File: src/assert_macros.svh
// Assertion macros used by the encoder RTL.
`ifndef ASSERT_MACROS_SVH
`define ASSERT_MACROS_SVH

`ifndef ASSERT_OFF
// Implication or plain expression checked on every clock outside reset.
`define ASSERT_PROP(label, clk, rst_n, prop) \
    label: assert property (@(posedge clk) disable iff (!rst_n) prop) \
        else $error("assertion failed");
// Expression that must never be true outside reset.
`define ASSERT_NEVER(label, clk, rst_n, expr) \
    label: assert property (@(posedge clk) disable iff (!rst_n) !(expr)) \
        else $error("forbidden condition seen");
`else
`define ASSERT_PROP(label, clk, rst_n, prop)
`define ASSERT_NEVER(label, clk, rst_n, expr)
`endif

`endif

File: src/b64enc_pkg.sv
// Types, constants and the symbol table of the Base64 stream encoder.
`default_nettype none
package b64enc_pkg;

    localparam logic [7:0] PAD_CHAR   = 8'h3D;
    localparam logic [7:0] PLUS_CHAR  = 8'h2B;
    localparam logic [7:0] SLASH_CHAR = 8'h2F;
    localparam logic [5:0] SEXTET_MASK = 6'h3F;

    localparam logic [1:0] CHAR_IDX_FIRST  = 2'd0;
    localparam logic [1:0] CHAR_IDX_SECOND = 2'd1;
    localparam logic [1:0] CHAR_IDX_THIRD  = 2'd2;
    localparam logic [1:0] CHAR_IDX_FOURTH = 2'd3;

    localparam logic [1:0] NBYTES_ONE   = 2'd1;
    localparam logic [1:0] NBYTES_THREE = 2'd3;

    typedef struct packed {
        logic [7:0] data_byte;
        logic       end_of_message;
    } in_item_t;

    typedef struct packed {
        logic [7:0] code_char;
        logic       last_char;
    } out_item_t;

    // One group of up to three bytes, ready for conversion.
    typedef struct packed {
        logic [23:0] triple;
        logic [1:0]  nbytes;
        logic        eom;
    } group_t;

    function automatic logic [7:0] symbol_of(input logic [5:0] v);
        logic [7:0] r;
        logic [5:0] m;
        begin
            m = v & SEXTET_MASK;
            if (m < 6'd26)
                r = 8'd65 + {2'b00, m};
            else if (m < 6'd52)
                r = 8'd97 + {2'b00, m - 6'd26};
            else if (m < 6'd62)
                r = 8'd48 + {2'b00, m - 6'd52};
            else if (m == 6'd62)
                r = PLUS_CHAR;
            else
                r = SLASH_CHAR;
            return r;
        end
    endfunction

endpackage
`default_nettype wire

File: src/b64enc_front.sv
// Front end: accepts bytes, gathers them into groups, pushes each group on its third byte or end of message.
`default_nettype none
module b64enc_front (
    input  wire logic                  clk,
    input  wire logic                  rst_n,
    input  wire logic                  in_valid,
    output logic                       in_ready,
    input  wire b64enc_pkg::in_item_t  in_item,
    output logic                       push,
    output b64enc_pkg::group_t         push_group,
    input  wire logic                  queue_full
);
    import b64enc_pkg::*;

    logic [15:0] held_bytes_reg, held_bytes_next;
    logic [1:0]  held_count_reg, held_count_next;
    logic [1:0]  cnt_eff;
    logic        accept;
    logic        hold;

    assign in_ready = !queue_full;
    assign accept   = in_valid && in_ready;
    assign cnt_eff  = (held_count_reg == 2'd3) ? 2'd2 : held_count_reg;
    assign hold     = (cnt_eff != 2'd2) && !in_item.end_of_message;
    assign push     = accept && !hold;

    always_comb
    begin
        push_group.eom    = in_item.end_of_message;
        push_group.nbytes = cnt_eff + 2'd1;
        case (cnt_eff)
            2'd0:    push_group.triple = {in_item.data_byte, 16'h0000};
            2'd1:    push_group.triple = {held_bytes_reg[15:8], in_item.data_byte, 8'h00};
            default: push_group.triple = {held_bytes_reg, in_item.data_byte};
        endcase
    end

    always_comb
    begin
        held_bytes_next = held_bytes_reg;
        held_count_next = held_count_reg;
        if (accept)
        begin
            if (hold)
            begin
                if (cnt_eff == 2'd0)
                    held_bytes_next = {in_item.data_byte, 8'h00};
                else
                    held_bytes_next = {held_bytes_reg[15:8], in_item.data_byte};
                held_count_next = cnt_eff + 2'd1;
            end
            else
            begin
                held_bytes_next = 16'h0000;
                held_count_next = 2'd0;
            end
        end
    end

    always_ff @(posedge clk or negedge rst_n)
    begin
        if (!rst_n)
        begin
            held_bytes_reg <= 16'h0000;
            held_count_reg <= 2'd0;
        end
        else
        begin
            held_bytes_reg <= held_bytes_next;
            held_count_reg <= held_count_next;
        end
    end

endmodule
`default_nettype wire

File: src/b64enc_queue.sv
// Small register FIFO of byte groups between front and back end.
`default_nettype none
module b64enc_queue #(
    parameter int DEPTH = 2
) (
    input  wire logic               clk,
    input  wire logic               rst_n,
    input  wire logic               push,
    input  wire b64enc_pkg::group_t push_group,
    output logic                    full,
    input  wire logic               pop,
    output logic                    not_empty,
    output b64enc_pkg::group_t      head
);
    import b64enc_pkg::*;

    localparam int PW = (DEPTH > 1) ? $clog2(DEPTH) : 1;
    localparam int CW = $clog2(DEPTH + 1);
    localparam logic [PW-1:0] LAST_PTR = PW'(DEPTH - 1);
    localparam logic [CW-1:0] FULL_CNT = CW'(DEPTH);

    group_t          slots_reg [DEPTH];
    logic [PW-1:0]   wr_ptr_reg, wr_ptr_next;
    logic [PW-1:0]   rd_ptr_reg, rd_ptr_next;
    logic [CW-1:0]   count_reg, count_next;
    logic            do_push, do_pop;

    assign full      = (count_reg == FULL_CNT);
    assign not_empty = (count_reg != '0);
    assign head      = slots_reg[rd_ptr_reg];
    assign do_push   = push && !full;
    assign do_pop    = pop && not_empty;

    always_comb
    begin
        wr_ptr_next = wr_ptr_reg;
        rd_ptr_next = rd_ptr_reg;
        count_next  = count_reg;
        if (do_push)
            wr_ptr_next = (wr_ptr_reg == LAST_PTR) ? '0 : wr_ptr_reg + PW'(1);
        if (do_pop)
            rd_ptr_next = (rd_ptr_reg == LAST_PTR) ? '0 : rd_ptr_reg + PW'(1);
        if (do_push && !do_pop)
            count_next = count_reg + CW'(1);
        else if (do_pop && !do_push)
            count_next = count_reg - CW'(1);
    end

    always_ff @(posedge clk)
    begin
        if (do_push)
            slots_reg[wr_ptr_reg] <= push_group;
    end

    always_ff @(posedge clk or negedge rst_n)
    begin
        if (!rst_n)
        begin
            wr_ptr_reg <= '0;
            rd_ptr_reg <= '0;
            count_reg  <= '0;
        end
        else
        begin
            wr_ptr_reg <= wr_ptr_next;
            rd_ptr_reg <= rd_ptr_next;
            count_reg  <= count_next;
        end
    end

endmodule
`default_nettype wire

File: src/b64enc_back.sv
// Back end: group -> four characters in an output register, one per cycle unless stalled.
`default_nettype none
`include "assert_macros.svh"
module b64enc_back (
    input  wire logic                  clk,
    input  wire logic                  rst_n,
    input  wire logic                  q_not_empty,
    input  wire b64enc_pkg::group_t    q_head,
    output logic                       pop,
    output logic                       out_valid,
    input  wire logic                  out_ready,
    output b64enc_pkg::out_item_t      out_item
);
    import b64enc_pkg::*;

    group_t     cur_reg, cur_next;
    logic       busy_reg, busy_next;
    logic [1:0] idx_reg, idx_next;
    logic       out_valid_reg, out_valid_next;
    out_item_t  out_item_reg, out_item_next;
    logic       advance;
    logic       last_of_group;
    logic [5:0] sextet;
    logic       is_pad;

    assign advance       = busy_reg && (!out_valid_reg || out_ready);
    assign last_of_group = (idx_reg == CHAR_IDX_FOURTH);
    assign pop           = q_not_empty && (!busy_reg || (advance && last_of_group));

    always_comb
    begin
        case (idx_reg)
            CHAR_IDX_FIRST:  sextet = cur_reg.triple[23:18];
            CHAR_IDX_SECOND: sextet = cur_reg.triple[17:12];
            CHAR_IDX_THIRD:  sextet = cur_reg.triple[11:6];
            default:         sextet = cur_reg.triple[5:0];
        endcase
        is_pad = ((idx_reg == CHAR_IDX_THIRD) && (cur_reg.nbytes == NBYTES_ONE))
              || ((idx_reg == CHAR_IDX_FOURTH) && (cur_reg.nbytes != NBYTES_THREE));
    end

    always_comb
    begin
        cur_next       = cur_reg;
        busy_next      = busy_reg;
        idx_next       = idx_reg;
        out_item_next  = out_item_reg;
        out_valid_next = out_valid_reg;
        if (out_valid_reg && out_ready)
            out_valid_next = 1'b0;
        if (advance)
        begin
            out_item_next.code_char = is_pad ? PAD_CHAR : symbol_of(sextet);
            out_item_next.last_char = last_of_group && cur_reg.eom;
            out_valid_next          = 1'b1;
            idx_next                = idx_reg + 2'd1;
            if (last_of_group)
                busy_next = 1'b0;
        end
        if (pop)
        begin
            cur_next  = q_head;
            busy_next = 1'b1;
            idx_next  = CHAR_IDX_FIRST;
        end
    end

    always_ff @(posedge clk)
    begin
        cur_reg      <= cur_next;
        out_item_reg <= out_item_next;
    end

    always_ff @(posedge clk or negedge rst_n)
    begin
        if (!rst_n)
        begin
            busy_reg      <= 1'b0;
            idx_reg       <= CHAR_IDX_FIRST;
            out_valid_reg <= 1'b0;
        end
        else
        begin
            busy_reg      <= busy_next;
            idx_reg       <= idx_next;
            out_valid_reg <= out_valid_next;
        end
    end

    assign out_valid = out_valid_reg;
    assign out_item  = out_item_reg;

    // idle back end always waits at the first character
    `ASSERT_PROP(a_idle_idx, clk, rst_n, !busy_reg |-> (idx_reg == CHAR_IDX_FIRST))
    // a character is produced only when the output register is free or draining
    `ASSERT_NEVER(a_no_overwrite, clk, rst_n, advance && out_valid_reg && !out_ready)
    // a new group never replaces one still in flight
    `ASSERT_PROP(a_pop_safe, clk, rst_n, pop |-> (!busy_reg || (advance && last_of_group)))
    // end flag only on the fourth character of a group
    `ASSERT_PROP(a_last_pos, clk, rst_n,
        (advance && !last_of_group) |=> !out_item_reg.last_char)

endmodule
`default_nettype wire

File: src/base64_stream_encoder_unit.sv
// Top level of the streaming Base64 encoder (standard alphabet, '=' padding).
//
//  channel | direction | handshake            | payload
//  --------+-----------+----------------------+-----------------------------------
//  in      | input     | in_valid / in_ready  | in_item  {data_byte, end_of_message}
//  out     | output    | out_valid / out_ready| out_item {code_char, last_char}
//
// in_ready drops only while the group queue is full. A group of up to three bytes yields
// four characters, one per cycle while out_ready is high, from the back end's output
// register, so the sustained input rate is set by the single character path of the back end.
// rst_n clears the held bytes, the queue pointers and the output valid flag.
// Output stalls back up through the queue; the front keeps taking bytes until it fills.
`default_nettype none
module base64_stream_encoder_unit #(
    parameter int QUEUE_DEPTH = 2
) (
    input  wire logic                  clk,
    input  wire logic                  rst_n,
    input  wire logic                  in_valid,
    output logic                       in_ready,
    input  wire b64enc_pkg::in_item_t  in_item,
    output logic                       out_valid,
    input  wire logic                  out_ready,
    output b64enc_pkg::out_item_t      out_item
);
    import b64enc_pkg::*;

    // front -> queue
    logic   push;
    group_t push_group;
    logic   queue_full;

    // queue -> back
    logic   pop;
    logic   q_not_empty;
    group_t q_head;

    // Front: holds up to two pending bytes and forms a group on the third byte
    // or on the end-of-message byte, with the missing bytes zero filled.
    b64enc_front u_front (
        .clk        (clk),
        .rst_n      (rst_n),
        .in_valid   (in_valid),
        .in_ready   (in_ready),
        .in_item    (in_item),
        .push       (push),
        .push_group (push_group),
        .queue_full (queue_full)
    );

    // Queue: decouples byte intake from character output.
    b64enc_queue #(
        .DEPTH (QUEUE_DEPTH)
    ) u_queue (
        .clk        (clk),
        .rst_n      (rst_n),
        .push       (push),
        .push_group (push_group),
        .full       (queue_full),
        .pop        (pop),
        .not_empty  (q_not_empty),
        .head       (q_head)
    );

    // Back: emits the four characters of a group, padding short groups with '='.
    b64enc_back u_back (
        .clk         (clk),
        .rst_n       (rst_n),
        .q_not_empty (q_not_empty),
        .q_head      (q_head),
        .pop         (pop),
        .out_valid   (out_valid),
        .out_ready   (out_ready),
        .out_item    (out_item)
    );

endmodule
`default_nettype wire

File: config.mk
export PLATFORM = sky130hd
export DESIGN_NAME = base64_stream_encoder_unit
export DESIGN_NICKNAME = d
export VERILOG_FILES = /design/src/b64enc_pkg.sv /design/src/b64enc_front.sv /design/src/b64enc_queue.sv /design/src/b64enc_back.sv /design/src/base64_stream_encoder_unit.sv
export VERILOG_INCLUDE_DIRS = /design/src /design/src/src
export SDC_FILE = /design/constraint.sdc
export NUM_CORES = 1
export LEC_CHECK = 0
export BUFFER_PORTS_ARGS = -buffer_cell sky130_fd_sc_hd__buf_2
export CORE_MARGIN = 4
export CORE_UTILIZATION = 51
export CTS_BUF_LIST = sky130_fd_sc_hd__clkbuf_8
export CTS_CLUSTER_SIZE = 40
export DETAILED_ROUTE_END_ITERATION = 10
export PLACE_DENSITY = 0.65
export SYNTH_ARGS = -nofsm -noshare
export SYNTH_HDL_FRONTEND = slang
export SYNTH_SLANG_ARGS = --single-unit
File: constraint.sdc
create_clock -name clk -period 4.75 [get_ports clk]
set_input_delay 0.7125 -clock clk [delete_from_list [all_inputs] [get_ports clk]]
set_output_delay 0.7125 -clock clk [all_outputs]
set_load 0.01 [all_outputs]
==> results <==
- The pre-antenna-repair detailed-routing pass consisted of 5 iterations.
- The layout cell share with drive strength beyond 1 is 0.245.
- For the pin with the worst max-slew slack, the measured transition is 1.22 ns.
- The share of flip-flops with an asynchronous set or reset after synthesis is 0.224.
- Summing all non-filler instances in the final layout gives an area of 5810 µm².
- The die is 109 µm wide.
- The number of synthesized flops with an enable pin is 90.
- At the end of the flow, the number of nets in the layout was 432.
- The largest total area in the synthesized netlist belongs to edfxtp_1.
- For the worst-skew pair, the clock arrives at the later sink with an insertion delay of 0.42 ns.
- The total of hold buffers inserted after clock tree synthesis is 0.
- The routability congestion estimate is between 0.8 and 0.9.
- The total routing usage reported by global routing is 0.182.
- The type of the worst setup path is flip-flop to flip-flop.
- In this run the tightest slew margin relative to its limit is 0.184.
- Synthesis handed over a netlist of 374 instances.
- The total wire length after detailed routing is 9660 µm.
- The minimum setup slack among reg-to-reg paths is about 1.1 ns.
- The run finished with clean final reports.
- The standard-cell row count is 36.
- In this run the worst setup path terminates at u_back.out_item[6].
- The average wire per cell in the routed design is about 17 µm.
- Leaving out fill and tap cells, the most frequent cell in the layout is edfxtp_1.
- 24 I/O pins were placed.
- The area of the mapped netlist is 5160 µm².
- Port buffering added 23 buffers.
- In this run the worst path has a maximum fanout of 17.
- The first element of the critical path is u_back.idx_reg[1].
- The detailed router's first-iteration violation count is 185.
- The worst setup path is captured at a flip-flop.
- The distinct cell type count after synthesis is approximately 50.
- The number of global-route vias before repair is 2972.
- Detailed placement finished with a half-perimeter wire length of 6650 µm.
- Entering global routing, the biggest net connects 32 pins.
- Clock tree synthesis selected as its root buffer the cell clkbuf_8.
- The setup clock skew after layout is about 0.01 ns.
- Relative to the synthesized area, the layout overhead comes to 12.6%.
- In this run the post-CTS setup repair buffer count came out at 0.
- After synthesis the netlist holds a flip-flop and latch count of between 100 and 150.
- IR analysis of the VDD net gives a maximum drop of 0.000304 V.
- The worst hold path belongs to the class input pin to async pin.
- The total via count after detailed routing is 3064.
- Setup violations remaining at the end of the flow were counted as 0.
- The flip-flop and latch area is 3350 µm².
- The analysis attributes to cell leakage a power of 2.23 nW.
- The first-pass GRT wire length is roughly 16000 µm.
- The register with the most flip-flops in the layout has 54 of them.
- The starting density of the core is 0.526.
- Counting the buffers created by CTS gives 17.
- The max-slew violation count is 0.
- When the netlist entered floorplanning its net count stood at 399.
- The number of gates resized after CTS was 0.
- The total area inside the core boundary comes to 9820 µm².
- The power per cell area is 718 nW/µm².
- The count of antenna-violating nets left after detailed routing is 0.
- In the routed design, unresolved DRC markers number 0.
- The number of failing hold endpoints at the final stage is 0.
- The startpoint of the lowest-slack register-to-register path is u_back.idx_reg[1].
- The initial antenna violation count came to 0.
- The area share of the largest cell type after synthesis is 0.524.
- The Yosys step of the flow raised 0 warnings.
- STA classifies the critical path startpoint as a flip-flop.
- The most used flip-flop cell after synthesis is edfxtp_1.
- The clock passes through at most 2 buffers.
- Static timing analysis puts the maximum clock frequency at 0.270 GHz.
- The die covers 11800 µm².
- TritonCTS built the clock tree.
- Of the synthesized area, sequential elements account for 0.650.
- The via count normalized by instance count is 5.54.
- The required time at the endpoint of the critical path is 4.92 ns.
- The time the final worst path needs with I/O delays and setup is 3.70 ns.
- The endpoint of the worst register-to-register path is u_back.out_item[6].
- The multi-input logic area is 1700 µm².
- Summing all placed instances gives a cell area of 5420 µm².
- The overall die height is 109 µm.
- The count of maximum capacitance violations is 0.
- The filler cells instantiated in the layout total 801.
- The cell count of the worst reg-to-reg path is 10.
- Dividing the final minimum period by the clock period gives 0.779.
- The setup TNS is 0 ns.
- Clock-pin slew was measured on the worst setup and hold paths at 0.07 ns.
- After synthesis, the cell types taking the most area are edfxtp_1 52%, dfrtp_1 13%, mux2_2 8.1%.
- The total number of clock tree sinks is roughly 120.
- The number of levels the H-tree was split into is 4.
- The repair_antennas step left the layout with diodes totalling 0.
- In the layout the commonest cells are 90 x edfxtp_1, 37 x mux2_2, 36 x nand2_1, 26 x dfrtp_1, 23 x buf_2.
- The remaining global-route overflow is 0.
- Dividing the synthesized area by the synthesized cell count gives 13.8 µm².
- Setup repair after global routing left no endpoint under its margin.
- The arrival time at the worst endpoint is 3.87 ns.
[power breakdown]
group	total, W	switching (W)	internal [W]
logic	0.00163	0.000948	0.000682
registers	0.00165	0.000170	0.00148
clock network	0.000887	0.000367	0.000520
[cell families (layout without fill, tap and decap cells)]
kind of cell | count (synthesis) | count (layout) | share of synthesized area
flops | 116 | 116 | 0.650
xor+xnor | 11 | 11 | 0.0187
buf+inv | 29 | 75 | 0.0235
mux | 42 | 42 | 0.0921
fa+ha+maj | 13 | 13 | 0.0310
simple gates | 89 | 89 | 0.0802
compound gates | 74 | 74 | 0.105
[how the worst min path moves through the flow]
| stage | from | endpoint | cells after the start | slack, ns |
|---|---|---|---|---|
| floorplan | rst_n | u_back.busy_reg | 0 | 0.42 |
| global placement | u_front.held_bytes_reg[8] | u_front.held_bytes_reg[8] | 2 | 0.46 |
| detailed placement | u_front.held_bytes_reg[11] | u_front.held_bytes_reg[11] | 2 | 0.47 |
| CTS | rst_n | u_front.held_bytes_reg[12] | 1 | 0.31 |
| global route | rst_n | u_queue.rd_ptr_reg | 1 | 0.34 |
| finish | rst_n | u_front.held_bytes_reg[10] | 1 | 0.32 |
[per-stage QoR]
| step | hold WS [ns] | worst slack, ns | power, W | utilization | cells |
|---|---|---|---|---|---|
| after floorplan | 0.417 | 1.34 | 0.00289 | - | 374 |
| after global placement | 0.459 | 1.23 | 0.00327 | 0.552 | 521 |
| after detailed placement | 0.467 | 1.08 | 0.00330 | 0.552 | 521 |
| after CTS | 0.313 | 1.08 | 0.00420 | 0.592 | 553 |
| after global routing | 0.338 | 0.749 | 0.00445 | 0.592 | 553 |
| final | 0.318 | 1.05 | 0.00417 | 0.592 | 553 |
[worst max-delay path, stage by stage (launching register included)]
cell,delay (ns)
dfrtp_1,0.38
ha_1,0.50
inv_2,0.18
a21boi_1,0.75
inv_1,0.15
ha_1,0.31
nor4_1,0.36
a31oi_1,0.16
a31oi_4,0.26
a21oi_1,0.10
a211o_1,0.30
[layout make-up]
| class | count | area share |
|---|---|---|
| flip-flops and latches | 116 | 0.577 |
| multi-input cells | 229 | 0.292 |
| well taps | 133 | 0.0286 |
| clock buffers | 18 | 0.0426 |
| inverters | 17 | 0.0114 |
| clock inverters | 14 | 0.0250 |
| repair buffers | 26 | 0.0237 |
[metal layers]
layer / wire (µm) / global-route usage / vias to the layer above
met5: 0 / 0 / -
met2: 4690 / 0.279 / 60
met3: 383 / 0.0515 / 17
met4: 187 / 0.0766 / 0
met1: 4400 / 0.245 / 1513
li1: - / - / 1474
[Yosys cell counts (5+ instances only)]
cell / instances
a22o_1: 13
and2_1: 10
edfxtp_1: 90
nand2_1: 36
inv_1: 15
xor2_1: 5
a222oi_1: 6
nand2b_1: 8
ha_1: 12
dfrtp_1: 26
o31ai_1: 5
mux2_2: 37
a21oi_1: 12
o21ai_0: 15
xnor2_1: 6
clkbuf_1: 9
nor2_1: 19
No activity file was read; power rests on OpenSTA's default activity.
